`config.mk`:
```
export PLATFORM = sky130hd
export DESIGN_NAME = ascii_melody_tone_sequencer
export DESIGN_NICKNAME = d
export VERILOG_FILES = /design/src/design/amts_pkg.sv /design/src/design/ascii_melody_tone_sequencer.sv /design/src/design/amts_front.sv /design/src/design/amts_queue.sv /design/src/design/amts_back.sv
export SDC_FILE = /design/constraint.sdc
export NUM_CORES = 1
export LEC_CHECK = 0
export BUFFER_PORTS_ARGS = -buffer_cell sky130_fd_sc_hd__buf_2
export CAP_MARGIN = 5
export CORE_UTILIZATION = 60
export DETAILED_ROUTE_END_ITERATION = 8
export HOLD_SLACK_MARGIN = 0.05
export PLACE_DENSITY = 0.81
export REMOVE_ABC_BUFFERS = 1
export SETUP_SLACK_MARGIN = 0.3
export SLEW_MARGIN = 0
export SYNTH_ARGS = -nofsm -noshare
export SYNTH_HDL_FRONTEND = slang
export SYNTH_SLANG_ARGS = --single-unit
```
`constraint.sdc`:
```
create_clock -name clk -period 9.4 [get_ports clk]
set_input_delay 0.47 -clock clk [delete_from_list [all_inputs] [get_ports clk]]
set_output_delay 0.47 -clock clk [all_outputs]
set_load 0.02 [all_outputs]
```
`src/design/amts_pkg.sv`:
```
// ============================================================================
// amts_pkg - melody tone sequencer package
// Types, character codes and decode functions shared by the sequencer.
// ============================================================================
package amts_pkg;

    localparam int CHAR_W   = 8;
    localparam int PERIOD_W = 12;
    localparam int DUR_MS_W = 11;
    localparam int DUR_US_W = 21;
    localparam int PAUSE_W  = 5;
    localparam int HALF_W   = 11;
    localparam int US_W     = 10;

    localparam logic [US_W-1:0]     US_PER_MS       = 10'd1000;
    localparam logic [DUR_MS_W-1:0] LEN_STEP_MS     = 11'd200;
    localparam logic [DUR_MS_W-1:0] LEN_DEFAULT_MS  = 11'd400;
    localparam logic [DUR_US_W-1:0] LEN_STEP_US     = 21'd200000;
    localparam logic [DUR_US_W-1:0] LEN_DEFAULT_US  = 21'd400000;

    localparam logic [PAUSE_W-1:0]  GAP_NONE  = 5'd0;
    localparam logic [PAUSE_W-1:0]  GAP_SHORT = 5'd5;
    localparam logic [PAUSE_W-1:0]  GAP_MID   = 5'd20;
    localparam logic [PAUSE_W-1:0]  GAP_LONG  = 5'd30;

    localparam logic [CHAR_W-1:0] CH_NUL      = 8'h00;
    localparam logic [CHAR_W-1:0] CH_UPPER_A  = 8'h41;
    localparam logic [CHAR_W-1:0] CH_UPPER_G  = 8'h47;
    localparam logic [CHAR_W-1:0] CH_LOWER_A  = 8'h61;
    localparam logic [CHAR_W-1:0] CH_LOWER_G  = 8'h67;
    localparam logic [CHAR_W-1:0] CH_DIGIT_0  = 8'h30;
    localparam logic [CHAR_W-1:0] CH_DIGIT_9  = 8'h39;
    localparam logic [CHAR_W-1:0] CH_PLUS     = 8'h2B;
    localparam logic [CHAR_W-1:0] CH_COMMA    = 8'h2C;
    localparam logic [CHAR_W-1:0] CH_DOT      = 8'h2E;
    localparam logic [CHAR_W-1:0] CH_UNDER    = 8'h5F;

    localparam logic [3:0] LOWER_OFFSET = 4'd7;

    localparam logic [PERIOD_W-1:0] PERIOD_TABLE [14] = '{
        12'd2272, 12'd2024, 12'd3816, 12'd3401, 12'd3030, 12'd2865, 12'd2551,
        12'd1136, 12'd1012, 12'd1912, 12'd1703, 12'd1517, 12'd1432, 12'd1275
    };

    // Decoded character or tick, as it travels from front to back
    typedef struct packed {
        logic                is_tick;
        logic                is_zero;
        logic [PERIOD_W-1:0] period;
        logic [DUR_MS_W-1:0] dur_ms;
        logic [DUR_US_W-1:0] dur_us;
        logic [PAUSE_W-1:0]  pause;
    } item_t;

    typedef struct packed {
        logic pin_level;
        logic busy_res;
        logic accepted;
    } result_t;

    typedef enum logic [3:0] {
        PH_IDLE    = 4'b0001,
        PH_TONE    = 4'b0010,
        PH_SILENCE = 4'b0100,
        PH_PAUSE   = 4'b1000
    } phase_t;

    typedef enum logic [2:0] {
        POS_NOTE = 3'b001,
        POS_LEN  = 3'b010,
        POS_GAP  = 3'b100
    } pos_t;

    function automatic logic [PERIOD_W-1:0] note_period(input logic [CHAR_W-1:0] c);
        logic [CHAR_W-1:0] off;
        begin
            off = '0;
            note_period = '0;
            if (c >= CH_UPPER_A && c <= CH_UPPER_G) begin
                off = c - CH_UPPER_A;
                note_period = PERIOD_TABLE[off[3:0]];
            end else if (c >= CH_LOWER_A && c <= CH_LOWER_G) begin
                off = c - CH_LOWER_A;
                note_period = PERIOD_TABLE[off[3:0] + LOWER_OFFSET];
            end
        end
    endfunction

    function automatic logic is_digit(input logic [CHAR_W-1:0] c);
        is_digit = (c >= CH_DIGIT_0) && (c <= CH_DIGIT_9);
    endfunction

    function automatic logic [DUR_MS_W-1:0] note_length_ms(input logic [CHAR_W-1:0] c);
        logic [CHAR_W-1:0] d;
        begin
            d = c - CH_DIGIT_0;
            if (is_digit(c))
                note_length_ms = DUR_MS_W'(d[3:0]) * LEN_STEP_MS;
            else
                note_length_ms = LEN_DEFAULT_MS;
        end
    endfunction

    function automatic logic [DUR_US_W-1:0] note_length_us(input logic [CHAR_W-1:0] c);
        logic [CHAR_W-1:0] d;
        begin
            d = c - CH_DIGIT_0;
            if (is_digit(c))
                note_length_us = DUR_US_W'(d[3:0]) * LEN_STEP_US;
            else
                note_length_us = LEN_DEFAULT_US;
        end
    endfunction

    function automatic logic [PAUSE_W-1:0] gap_length(input logic [CHAR_W-1:0] c);
        unique case (c)
            CH_PLUS:  gap_length = GAP_NONE;
            CH_COMMA: gap_length = GAP_SHORT;
            CH_DOT:   gap_length = GAP_MID;
            CH_UNDER: gap_length = GAP_LONG;
            default:  gap_length = GAP_SHORT;
        endcase
    endfunction

endpackage

```
`src/design/ascii_melody_tone_sequencer.sv`:
```
// ============================================================================
// ascii_melody_tone_sequencer - square-wave melody sequencer
// Plays note/length/pause character records on a speaker pin against ticks.
// ============================================================================
// Every accepted item (a song character or a one-microsecond tick) returns
// exactly one result: the pin level, whether a tone, silence or pause is
// running, and whether a character was taken. One item is accepted every
// clock cycle when the output side keeps up. A result is presented after its
// item has passed through the decode register, a queue slot and the playback
// register, in that order. The accept rate is set by the playback engine,
// which updates all of its timers and the record state for one item at once.
// A stalled output fills the queue before the input side sees backpressure.
module ascii_melody_tone_sequencer
    import amts_pkg::*;
#(
    parameter int QUEUE_DEPTH = 2
)
(
    input  logic              clk,
    input  logic              rst_n,
    input  logic              in_valid,
    output logic              in_ready,
    input  logic              req_type,
    input  logic [CHAR_W-1:0] char_code,
    output logic              out_valid,
    input  logic              out_ready,
    output logic              pin_level,
    output logic              busy_res,
    output logic              accepted
);

    logic    front_valid;
    logic    front_ready;
    item_t   front_item;
    logic    back_valid;
    logic    back_ready;
    item_t   back_item;
    result_t res;

    amts_front u_front (
        .clk        (clk),
        .rst_n      (rst_n),
        .in_valid   (in_valid),
        .in_ready   (in_ready),
        .req_type   (req_type),
        .char_code  (char_code),
        .item_valid (front_valid),
        .item_ready (front_ready),
        .item       (front_item)
    );

    amts_queue #(
        .DEPTH (QUEUE_DEPTH)
    ) u_queue (
        .clk        (clk),
        .rst_n      (rst_n),
        .push_valid (front_valid),
        .push_ready (front_ready),
        .push_item  (front_item),
        .pop_valid  (back_valid),
        .pop_ready  (back_ready),
        .pop_item   (back_item)
    );

    amts_back u_back (
        .clk        (clk),
        .rst_n      (rst_n),
        .item_valid (back_valid),
        .item_ready (back_ready),
        .item       (back_item),
        .res_valid  (out_valid),
        .res_ready  (out_ready),
        .res        (res)
    );

    assign pin_level = res.pin_level;
    assign busy_res  = res.busy_res;
    assign accepted  = res.accepted;

endmodule

```
`src/design/amts_front.sv`:
```
// ============================================================================
// amts_front - input stage
// Accepts ticks and characters and decodes every reading of a character.
// ============================================================================
module amts_front
    import amts_pkg::*;
(
    input  logic              clk,
    input  logic              rst_n,
    input  logic              in_valid,
    output logic              in_ready,
    input  logic              req_type,
    input  logic [CHAR_W-1:0] char_code,
    output logic              item_valid,
    input  logic              item_ready,
    output item_t             item
);

    logic  valid_reg;
    logic  valid_next;
    item_t item_reg;
    item_t item_next;
    logic  take;

    assign in_ready   = !valid_reg || item_ready;
    assign take       = in_valid && in_ready;
    assign item_valid = valid_reg;
    assign item       = item_reg;

    always_comb
    begin
        item_next.is_tick = req_type;
        item_next.is_zero = (char_code == CH_NUL);
        item_next.period  = note_period(char_code);
        item_next.dur_ms  = note_length_ms(char_code);
        item_next.dur_us  = note_length_us(char_code);
        item_next.pause   = gap_length(char_code);
    end

    always_comb
    begin
        valid_next = valid_reg;
        if (take)
            valid_next = 1'b1;
        else if (item_ready)
            valid_next = 1'b0;
    end

    always_ff @(posedge clk or negedge rst_n)
    begin
        if (!rst_n)
            valid_reg <= 1'b0;
        else
            valid_reg <= valid_next;
    end

    always_ff @(posedge clk)
    begin
        if (take)
            item_reg <= item_next;
    end

endmodule

```
`src/design/amts_queue.sv`:
```
// ============================================================================
// amts_queue - decoupling queue
// Small FIFO of decoded items between the front and the back (DEPTH >= 2).
// ============================================================================
module amts_queue
    import amts_pkg::*;
#(
    parameter int DEPTH = 2
)
(
    input  logic  clk,
    input  logic  rst_n,
    input  logic  push_valid,
    output logic  push_ready,
    input  item_t push_item,
    output logic  pop_valid,
    input  logic  pop_ready,
    output item_t pop_item
);

    localparam int PTR_W = $clog2(DEPTH);
    localparam int CNT_W = $clog2(DEPTH + 1);
    localparam logic [PTR_W-1:0] LAST = PTR_W'(DEPTH - 1);
    localparam logic [CNT_W-1:0] FULL = CNT_W'(DEPTH);

    item_t             slots [DEPTH];
    logic [PTR_W-1:0]  wr_ptr_reg;
    logic [PTR_W-1:0]  wr_ptr_next;
    logic [PTR_W-1:0]  rd_ptr_reg;
    logic [PTR_W-1:0]  rd_ptr_next;
    logic [CNT_W-1:0]  count_reg;
    logic [CNT_W-1:0]  count_next;
    logic              push;
    logic              pop;

    assign push_ready = (count_reg != FULL);
    assign pop_valid  = (count_reg != '0);
    assign push       = push_valid && push_ready;
    assign pop        = pop_valid && pop_ready;
    assign pop_item   = slots[rd_ptr_reg];

    always_comb
    begin
        wr_ptr_next = wr_ptr_reg;
        rd_ptr_next = rd_ptr_reg;
        count_next  = count_reg;
        if (push)
            wr_ptr_next = (wr_ptr_reg == LAST) ? '0 : wr_ptr_reg + 1'b1;
        if (pop)
            rd_ptr_next = (rd_ptr_reg == LAST) ? '0 : rd_ptr_reg + 1'b1;
        if (push && !pop)
            count_next = count_reg + 1'b1;
        else if (pop && !push)
            count_next = count_reg - 1'b1;
    end

    always_ff @(posedge clk or negedge rst_n)
    begin
        if (!rst_n)
        begin
            wr_ptr_reg <= '0;
            rd_ptr_reg <= '0;
            count_reg  <= '0;
        end
        else
        begin
            wr_ptr_reg <= wr_ptr_next;
            rd_ptr_reg <= rd_ptr_next;
            count_reg  <= count_next;
        end
    end

    always_ff @(posedge clk)
    begin
        if (push)
            slots[wr_ptr_reg] <= push_item;
    end

endmodule

```
`src/design/amts_back.sv`:
```
// ============================================================================
// amts_back - playback engine
// Applies one decoded item a cycle to the record and tone state while its result is taken.
// ============================================================================
module amts_back
    import amts_pkg::*;
(
    input  logic    clk,
    input  logic    rst_n,
    input  logic    item_valid,
    output logic    item_ready,
    input  item_t   item,
    output logic    res_valid,
    input  logic    res_ready,
    output result_t res
);

    pos_t                pos_reg,      pos_next;
    phase_t              phase_reg,    phase_next;
    logic [PERIOD_W-1:0] period_reg,   period_next;
    logic [DUR_MS_W-1:0] dur_ms_reg,   dur_ms_next;
    logic [DUR_US_W-1:0] dur_us_reg,   dur_us_next;
    logic [PAUSE_W-1:0]  pause_reg,    pause_next;
    logic [HALF_W-1:0]   half_cnt_reg, half_cnt_next;
    logic [DUR_US_W-1:0] elapsed_reg,  elapsed_next;
    logic [US_W-1:0]     us_reg,       us_next;
    logic [DUR_MS_W-1:0] ms_reg,       ms_next;
    logic                pin_reg,      pin_next;
    logic                res_valid_reg, res_valid_next;
    result_t             res_reg;

    logic                pop;
    logic                acc;
    logic [US_W-1:0]     us_inc;
    logic [DUR_MS_W-1:0] ms_inc;
    logic [HALF_W-1:0]   half_inc;
    logic [DUR_US_W-1:0] elapsed_sum;
    phase_t              after_sound;

    assign item_ready = !res_valid_reg || res_ready;
    assign pop        = item_valid && item_ready;
    assign res_valid  = res_valid_reg;
    assign res        = res_reg;

    always_comb
    begin
        pos_next      = pos_reg;
        phase_next    = phase_reg;
        period_next   = period_reg;
        dur_ms_next   = dur_ms_reg;
        dur_us_next   = dur_us_reg;
        pause_next    = pause_reg;
        half_cnt_next = half_cnt_reg;
        elapsed_next  = elapsed_reg;
        us_next       = us_reg;
        ms_next       = ms_reg;
        pin_next      = pin_reg;
        acc           = 1'b0;

        // millisecond timer step
        us_inc = us_reg + 1'b1;
        ms_inc = ms_reg;
        if (us_inc >= US_PER_MS)
        begin
            us_inc = '0;
            ms_inc = ms_reg + 1'b1;
        end

        half_inc    = half_cnt_reg + 1'b1;
        elapsed_sum = elapsed_reg + DUR_US_W'(period_reg);
        after_sound = (pause_reg != '0) ? PH_PAUSE : PH_IDLE;

        if (pop)
        begin
            if (item.is_tick)
            begin
                unique case (phase_reg)
                    PH_TONE:
                    begin
                        if (half_inc >= period_reg[PERIOD_W-1:1])
                        begin
                            half_cnt_next = '0;
                            if (pin_reg)
                                pin_next = 1'b0;
                            else
                            begin
                                elapsed_next = elapsed_sum;
                                if (elapsed_sum < dur_us_reg)
                                    pin_next = 1'b1;
                                else
                                begin
                                    us_next    = '0;
                                    ms_next    = '0;
                                    phase_next = after_sound;
                                end
                            end
                        end
                        else
                            half_cnt_next = half_inc;
                    end
                    PH_SILENCE:
                    begin
                        us_next = us_inc;
                        ms_next = ms_inc;
                        if (ms_inc >= dur_ms_reg)
                        begin
                            pin_next   = 1'b0;
                            us_next    = '0;
                            ms_next    = '0;
                            phase_next = after_sound;
                        end
                    end
                    PH_PAUSE:
                    begin
                        us_next = us_inc;
                        ms_next = ms_inc;
                        if (ms_inc >= DUR_MS_W'(pause_reg))
                            phase_next = PH_IDLE;
                    end
                    PH_IDLE:
                    begin
                    end
                    default:
                    begin
                    end
                endcase
            end
            else if (phase_reg == PH_IDLE)
            begin
                acc = 1'b1;
                if (item.is_zero)
                    pos_next = POS_NOTE;
                else
                begin
                    unique case (pos_reg)
                        POS_LEN:
                        begin
                            dur_ms_next = item.dur_ms;
                            dur_us_next = item.dur_us;
                            pos_next    = POS_GAP;
                        end
                        POS_GAP:
                        begin
                            // record complete: start the sound, or for a zero length the pause if any
                            pause_next    = item.pause;
                            pos_next      = POS_NOTE;
                            half_cnt_next = '0;
                            elapsed_next  = '0;
                            us_next       = '0;
                            ms_next       = '0;
                            if (dur_ms_reg == '0)
                            begin
                                pin_next   = 1'b0;
                                phase_next = (item.pause != '0) ? PH_PAUSE : PH_IDLE;
                            end
                            else if (period_reg != '0)
                            begin
                                pin_next   = 1'b1;
                                phase_next = PH_TONE;
                            end
                            else
                            begin
                                pin_next   = 1'b0;
                                phase_next = PH_SILENCE;
                            end
                        end
                        default:
                        begin
                            period_next = item.period;
                            pos_next    = POS_LEN;
                        end
                    endcase
                end
            end
        end

        res_valid_next = res_valid_reg;
        if (pop)
            res_valid_next = 1'b1;
        else if (res_ready)
            res_valid_next = 1'b0;
    end

    always_ff @(posedge clk or negedge rst_n)
    begin
        if (!rst_n)
        begin
            pos_reg       <= POS_NOTE;
            phase_reg     <= PH_IDLE;
            period_reg    <= '0;
            dur_ms_reg    <= '0;
            dur_us_reg    <= '0;
            pause_reg     <= '0;
            half_cnt_reg  <= '0;
            elapsed_reg   <= '0;
            us_reg        <= '0;
            ms_reg        <= '0;
            pin_reg       <= 1'b0;
            res_valid_reg <= 1'b0;
        end
        else
        begin
            pos_reg       <= pos_next;
            phase_reg     <= phase_next;
            period_reg    <= period_next;
            dur_ms_reg    <= dur_ms_next;
            dur_us_reg    <= dur_us_next;
            pause_reg     <= pause_next;
            half_cnt_reg  <= half_cnt_next;
            elapsed_reg   <= elapsed_next;
            us_reg        <= us_next;
            ms_reg        <= ms_next;
            pin_reg       <= pin_next;
            res_valid_reg <= res_valid_next;
        end
    end

    always_ff @(posedge clk)
    begin
        if (pop)
        begin
            res_reg.pin_level <= pin_next;
            res_reg.busy_res  <= (phase_next != PH_IDLE);
            res_reg.accepted  <= acc;
        end
    end

endmodule

```
# Yosys cells after proc, flatten, opt, wreduce, memory -nomap -nowiden
# Memory sizes are Yosys's and may differ from the RTL's.
# Index checks and enable logic that the tools add are counted.
# classes
add_sub_neg,12
n_mul,2
magnitude_cmp,13
n_eq_ne,19
mux,77
bitwise,5
n_reduce_logical,33
# op_table
cell,n
two-way mux 21 bit,7
two-way mux 11 bit,12
two-way mux 10 bit,9
two-way mux 12 bit,6
two-way mux 4 bit,13
case mux 11 bit (3 select lines),1
case mux 10 bit (3 select lines),1
adder 11 x 1 -> 11 bit (second input constant),2
greater-or-equal comparator 11 bit,2
adder 21 x 12 -> 21 bit,1
< comparator 21 bit,1
two-way mux 1 bit,20
AND reduction 5 bit,4
equality test 8 x 6 -> 1 bit (second input constant),2
greater-or-equal comparator 8 x 7 -> 1 bit (second input constant),2
<= comparator 8 x 7 -> 1 bit (second input constant),2
multiplier 4 x 12 -> 15 bit (second input constant),1
case mux 5 bit (3 select lines),1
case mux 4 bit (3 select lines),1
nonzero test 12 bit,1
nonzero test 2 bit,6
subtractor 4 x 1 -> 4 bit (second input constant),3
greater-or-equal comparator 11 x 5 -> 1 bit,1
zero test 11 bit,1
37 further kinds,61
# word_totals
reg_bits,170
mem_bits_rw,102
romBits,384
elab_cells,191
n_memories,3
# mem_list
name,depth,width,read_ports,rd_ports_with_merged_regs,write_ports,line,text
(name not given),16,12,1,0,0,amts_pkg.sv:81,note_period = PERIOD_TABLE[off[3:0]];
(name not given),16,12,1,0,0,amts_pkg.sv:84,note_period = PERIOD_TABLE[off[3:0] + LOWER_OFFSET];
u_queue.slots,2,51,1,0,1,amts_queue.sv:26,item_t slots [DEPTH];

# Depth between registers and ports, before layout
# An unclocked memory read counts as a cell.
# depth
ltp_word,10
mapped_depth,23
depth_no_buf,21

# By module
# From an unflattened synthesis, not the netlist that was laid out.
# unflattened
hier_cells,1328
hier_area_um2,14533.9
# modules_own_cells
module,instances,cells_each,area_each_um2,seq_area_each_um2
amts_back,1,840,7344.5,2870.3
amts_queue,1,177,4126.5,3163.0
amts_front,1,311,3062.9,1196.1

# Least setup slack after synthesis
# OpenSTA, ideal clock, no wires.
# synth_timing
path_kind,reg-to-reg
start,register u_back.us_reg[0]
end,register u_back.res[1] (netlist name)
setup_ns,0.272
arrival_ns,4.889
required_time_ns,9.128
path_slack_ns,4.239
stages_incl_launch_ff,19
path_buffers,0
synth_period_minus_slack_ns,5.161
cell_sequence,dfrtp_1 > ha_1 > and2_1 > o41ai_2 > a32oi_2 > nor3_1 > and2_1 > nand2_1 > xnor2_1 > inv_1 > ha_1 > nand4_1 > or4_1 > or4_1 > a31oi_1 > o21ai_1 > a2111oi_2 > nor2_1 > or4b_1
# synth_via
elab_chain_len,9
# synth_lines
item,line,text
from (decl),amts_back.sv:26,"logic [US_W-1:0] us_reg, us_next;"
from (signal assigned),amts_back.sv:211,us_reg <= us_next;
adder 10 x 1 -> 10 bit (*),amts_back.sv:61,us_inc = us_reg + 1'b1;
greater-or-equal comparator 10 bit (*),amts_back.sv:63,if (us_inc >= US_PER_MS)
two-way mux 11 bit (*),amts_back.sv:63,
greater-or-equal comparator 11 x 5 -> 1 bit / greater-or-equal comparator 11 bit (equally long branches),"amts_back.sv:117, amts_back.sv:105",
two-way mux 4 bit (on tied branches),"amts_back.sv:117, amts_back.sv:105",
case mux 4 bit (3 select lines) (*),amts_back.sv:77,unique case (phase_reg)
two-way mux 4 bit (*),amts_back.sv:75,if (item.is_tick)
two-way mux 4 bit (*),amts_back.sv:73,if (pop)
via u_back.phase_next[2],amts_back.sv:19,"phase_t phase_reg, phase_next;"
inequality test 4 x 1 -> 1 bit (*),amts_back.sv:223,res_reg.busy_res <= (phase_next != PH_IDLE);
# Mark *: on every way through the listed nets, which the timed path passes. The rest lies on a longest branch.
# A chain may end at the register's enable or synchronous reset.

# Final worst setup path
# layout_timing
start,register u_back.us_reg[0]
end,register u_back.res[1] (netlist name)
# layout_via
elab_chain_len,9
# layout_lines
item,line
adder 10 x 1 -> 10 bit (*),amts_back.sv:61
greater-or-equal comparator 10 bit (*),amts_back.sv:63
two-way mux 11 bit (*),amts_back.sv:63
greater-or-equal comparator 11 x 5 -> 1 bit / greater-or-equal comparator 11 bit (equally long branches),"amts_back.sv:117, amts_back.sv:105"
two-way mux 4 bit (on tied branches),"amts_back.sv:117, amts_back.sv:105"
case mux 4 bit (3 select lines) (*),amts_back.sv:77
two-way mux 4 bit (*),amts_back.sv:75
two-way mux 4 bit (*),amts_back.sv:73
via u_back.phase_next[2],amts_back.sv:19
inequality test 4 x 1 -> 1 bit (*),amts_back.sv:223
# Marked as above.

==> summary.md <==
| Metric | Value |
|---|---|
| Run status | finished, final reports clean |
| CTS root buffer | clkbuf_16 |
| Cell leakage power | ~5.6 nW |
| Clk_lat worst skew | between 0.5 and 0.6 ns |
| Worst path max stage delay | roughly 0.8 ns |
| CP arrival | slightly above 6 ns |
| Max-cap viol count | 0 |
| Slew margin rel. | 0.211 |
| Dpl hpwl | 17,600 um |
| Hold_buf cts | 1 |
| Tightest Pin Transition | between 1 and 1.5 ns |
| Final Hold Viols | 0 |
| Number of antenna diodes | 0 |
| Routed wl met2 | approximately 12,000 um |
| WL met3 | ~1200 um |
| Crit path cell chain | ha_1 -> and2_1 -> o41ai_2 -> a32oi_2 -> nor3_1 -> and2_1 -> nand2_1 -> xnor2_1 -> inv_1 -> ha_1 -> nand4_1 -> or4_1 -> or4_1 -> a31oi_1 -> o21ai_1 -> a2111oi_2 -> nor2_1 -> or4b_1 |
| IO Count | 18 |
| Post-CTS resize count | 0 |
| Top layer reached by signal wires | met4 |
| Pre-antenna DRT Iters | 5 |
| FP Rows | 52 |
| Setup crit start kind | flop |
| Final #Nets | between 1,000 and 1,500 |
| Synth top area cells | edfxtp_1 (29%), dfrtp_1 (21%), ha_1 (9.0%) |
| GRT Residual Overflow | 0 |
| Post-synthesis cell area | roughly 12,000 um^2 |
| Cell taking the most area after synthesis | edfxtp_1 |
| Tmin final | 5.81 ns |
| Wl on met1 | roughly 12,000 um |
| Pwr Density | around 240 nW/um^2 |
| First-pass GRT wire length | between 40,000 and 50,000 um |
| Prevailing post-synth register cell | edfxtp_1 |
| DR WL/cell | 17.7 um |
| Chip Height | between 100 and 150 um |
| Fillcell total | between 1,500 and 2,000 |
| IO Port Bufs | 17 |
| CORE AREA | 20,200 um^2 |
| Post-synth ARST share | 0.464 |
| Critical path type | reg -> reg |
| Post-route setup TNS | 0 ns |
| Post-DRT Antenna Nets | 0 |
| Initial DRC Count | around 670 |
| Synth cell types | just over 70 |
| Die W | 145 um |
| Final Skew | about 0.0091 ns |
| DIE AREA | 21,200 um^2 |
| Part of the cycle the worst path needs | 0.618 |
| EDFF count, synth | 120 |
| Clock Pin Slew Worst Setup and Hold Paths | 0.06 ns |
| F_max | roughly 0.17 GHz |
| Syn-to-layout area delta | 9.06% |
| Design area | roughly 13,000 um^2 |
| Syn Area/Cell | between 10 and 15 um^2 |
| DRC Markers | 0 |
| CP max FO | 9 |
| VDD IR max | ~0.00014 V |
| Setup Buffers After CTS | 0 |
| Seq/Total Area, Yosys | 0.503 |
| Post-Syn Instances | roughly 1,200 |
| Cell family with most CP delay | simple AND/OR/NAND/NOR gates |
| Final WL | roughly 26,000 um |
| CP Buf/Inv Count | 1 |
| H-Tree Depth | 1 |
| Setup violators final | 0 |
| RSZ-0062 raised after global routing | false |
| Gpl congestion | a little over 0.9 |
| Worst Hold Class | in -> reg |
| FF+latch count, synth | approximately 220 |
| Largest net degree at the start of global routing | 58 |
| Slowest library cell on the worst path | nor3_1 |
| Fin Hold WS | 0.117 ns |
| CTS tree | yes |
| Crit path required time | just under 10 ns |
| Initial antenna violation count | 0 |
| Vias in the first global route | between 8,000 and 9,000 |
| TritonCTS buffer count | 24 |
| Final max-slew violation count | 0 |
| CTS Buffer Depth | 3 |
| Total GRT Usage | 0.250 |
| Via count | between 8,000 and 9,000 |
| Layout cells sized above 1 | 0.0730 |
| Synth top area share | 0.292 |
| Initial core utilization | 0.610 |
| Via/cell ratio | roughly 6.1 |
| Yosys warns | 0 |
| Max FFs per register | approximately 80 |
| Crit. End Element | flop |
| Cell Area, Placed | between 10,000 and 15,000 um^2 |
| Clk sink count | 224 |
-- cell usage after synthesis, drive strengths merged, types with 4 or more instances --
cell,number
edfxtp,120
dfrtp,102
nand2,102
ha,89
nor2,89
o21ai,80
a21oi,67
inv,64
clkbuf,45
mux2i,43
xnor2,34
xor2,24
nand3,23
nand2b,21
nor3,21
and3,19
nor4,18
a22o,15
a31oi,15
nor2b,15
o31ai,13
and2,12
nand4,12
a211oi,10
a21o,10
o21a,8
or3,8
o211ai,6
o22ai,6
a32o,5
a21boi,4
and4,4
buf,4
nand3b,4
o41ai,4
or2,4
-- logic make-up after synthesis --
group / Yosys count / synth area share
flip-flops: 224 / 0.503
multiplexers: 46 / 0.0376
AO/OA/AOI/OAI: 275 / 0.144
XOR/XNOR: 58 / 0.0411
adder cells (fa/ha/maj): 92 / 0.0950
AND/OR/NAND/NOR: 362 / 0.145
buffers and inverters: 113 / 0.0345
-- stage by stage --
step	setup WS, ns	total power (W)	instances	utilization
2_1_floorplan	4.23	0.00207	1121	-
3_3_place_gp	3.83	0.00232	1417	0.626
3_5_place_dp	3.67	0.00236	1417	0.626
4_1_cts	3.62	0.00330	1462	0.666
5_1_grt	3.04	0.00347	1462	0.666
6_report	3.59	0.00329	1462	0.666
-- per-layer routing --
layer | vias up | GRT usage
met2 | 268 | 0.410
met1 | 4290 | 0.343
met4 | 0 | 0.0837
met3 | 47 | 0.0361
li1 | 4274 | -
met5 | - | 0
-- cells in the final DEF, fill, tap and decap left out, types with 10 or more instances in the layout --
cell type,n
edfxtp_1,120
nand2_1,102
dfrtp_1,101
ha_1,89
nor2_1,88
o21ai_0,77
a21oi_1,67
inv_1,64
mux2i_1,43
xnor2_1,34
xor2_1,24
clkbuf_16,24
nand3_1,22
nand2b_1,21
nor3_1,20
and3_1,18
nor4_1,18
buf_2,16
nor2b_1,15
a31oi_1,15
a22o_1,15
o31ai_1,13
and2_1,11
nand4_1,11
a21o_1,10
a211oi_1,10
buf_4,10
-- final cells by class --
cell class                 instances  area (um^2)  share of cell area
sequential                       224         6210               0.461
multi-input combinational        833         5720               0.425
clock buffer                      30          643              0.0478
tap                              270          338              0.0251
inverter                          64          240              0.0178
timing repair buffer              27          165              0.0123
clock inverter                    14          146              0.0109
-- power breakdown --
group          internal (W)  switching (W)  total, W
combinational      0.000346       0.000581  0.000927
sequential          0.00129       0.000140   0.00143
clock              0.000544       0.000385  0.000929
-- worst register-to-register path, cell delays in order, from the launching register on --
cell and delay, ns:
dfrtp_1 0.43, ha_1 0.32, and2_1 0.22, o41ai_2 0.30, a32oi_2 0.16, nor3_1 0.80
and2_1 0.27, nand2_1 0.10, xnor2_1 0.21, inv_1 0.10, ha_1 0.29, nand4_1 0.11
or4_1 0.48, or4_1 0.44, a31oi_1 0.24, o21ai_1 0.14, a2111oi_2 0.36, nor2_1 0.08
or4b_1 0.49
-- path summary, 6_finish.rpt --
| kind | start | endpoint | slack [ns] | cells after the start |
|---|---|---|---|---|
| max in group asynchronous | rst_n | u_queue.rd_ptr_reg$_DFFE_PN0P_ | 7.66 | 3 |
| min in group asynchronous | rst_n | u_back.elapsed_reg[15]$_DFFE_PN0P_ | 0.51 | 2 |
| min reg2reg | u_front.item[37]$_DFFE_PP_ | u_queue.slots[1][28]$_DFFE_PP_ | 0.44 | 0 |
| max | u_back.us_reg[0]$_DFFE_PN0P_ | u_back.res[1]$_DFFE_PP_ | 3.59 | 18 |
| min | req_type | u_front.item[50]$_DFFE_PP_ | 0.12 | 1 |
| max reg2reg | u_back.us_reg[0]$_DFFE_PN0P_ | u_back.res[1]$_DFFE_PP_ | 3.59 | 18 |
Power figures use the tool's default switching activity.
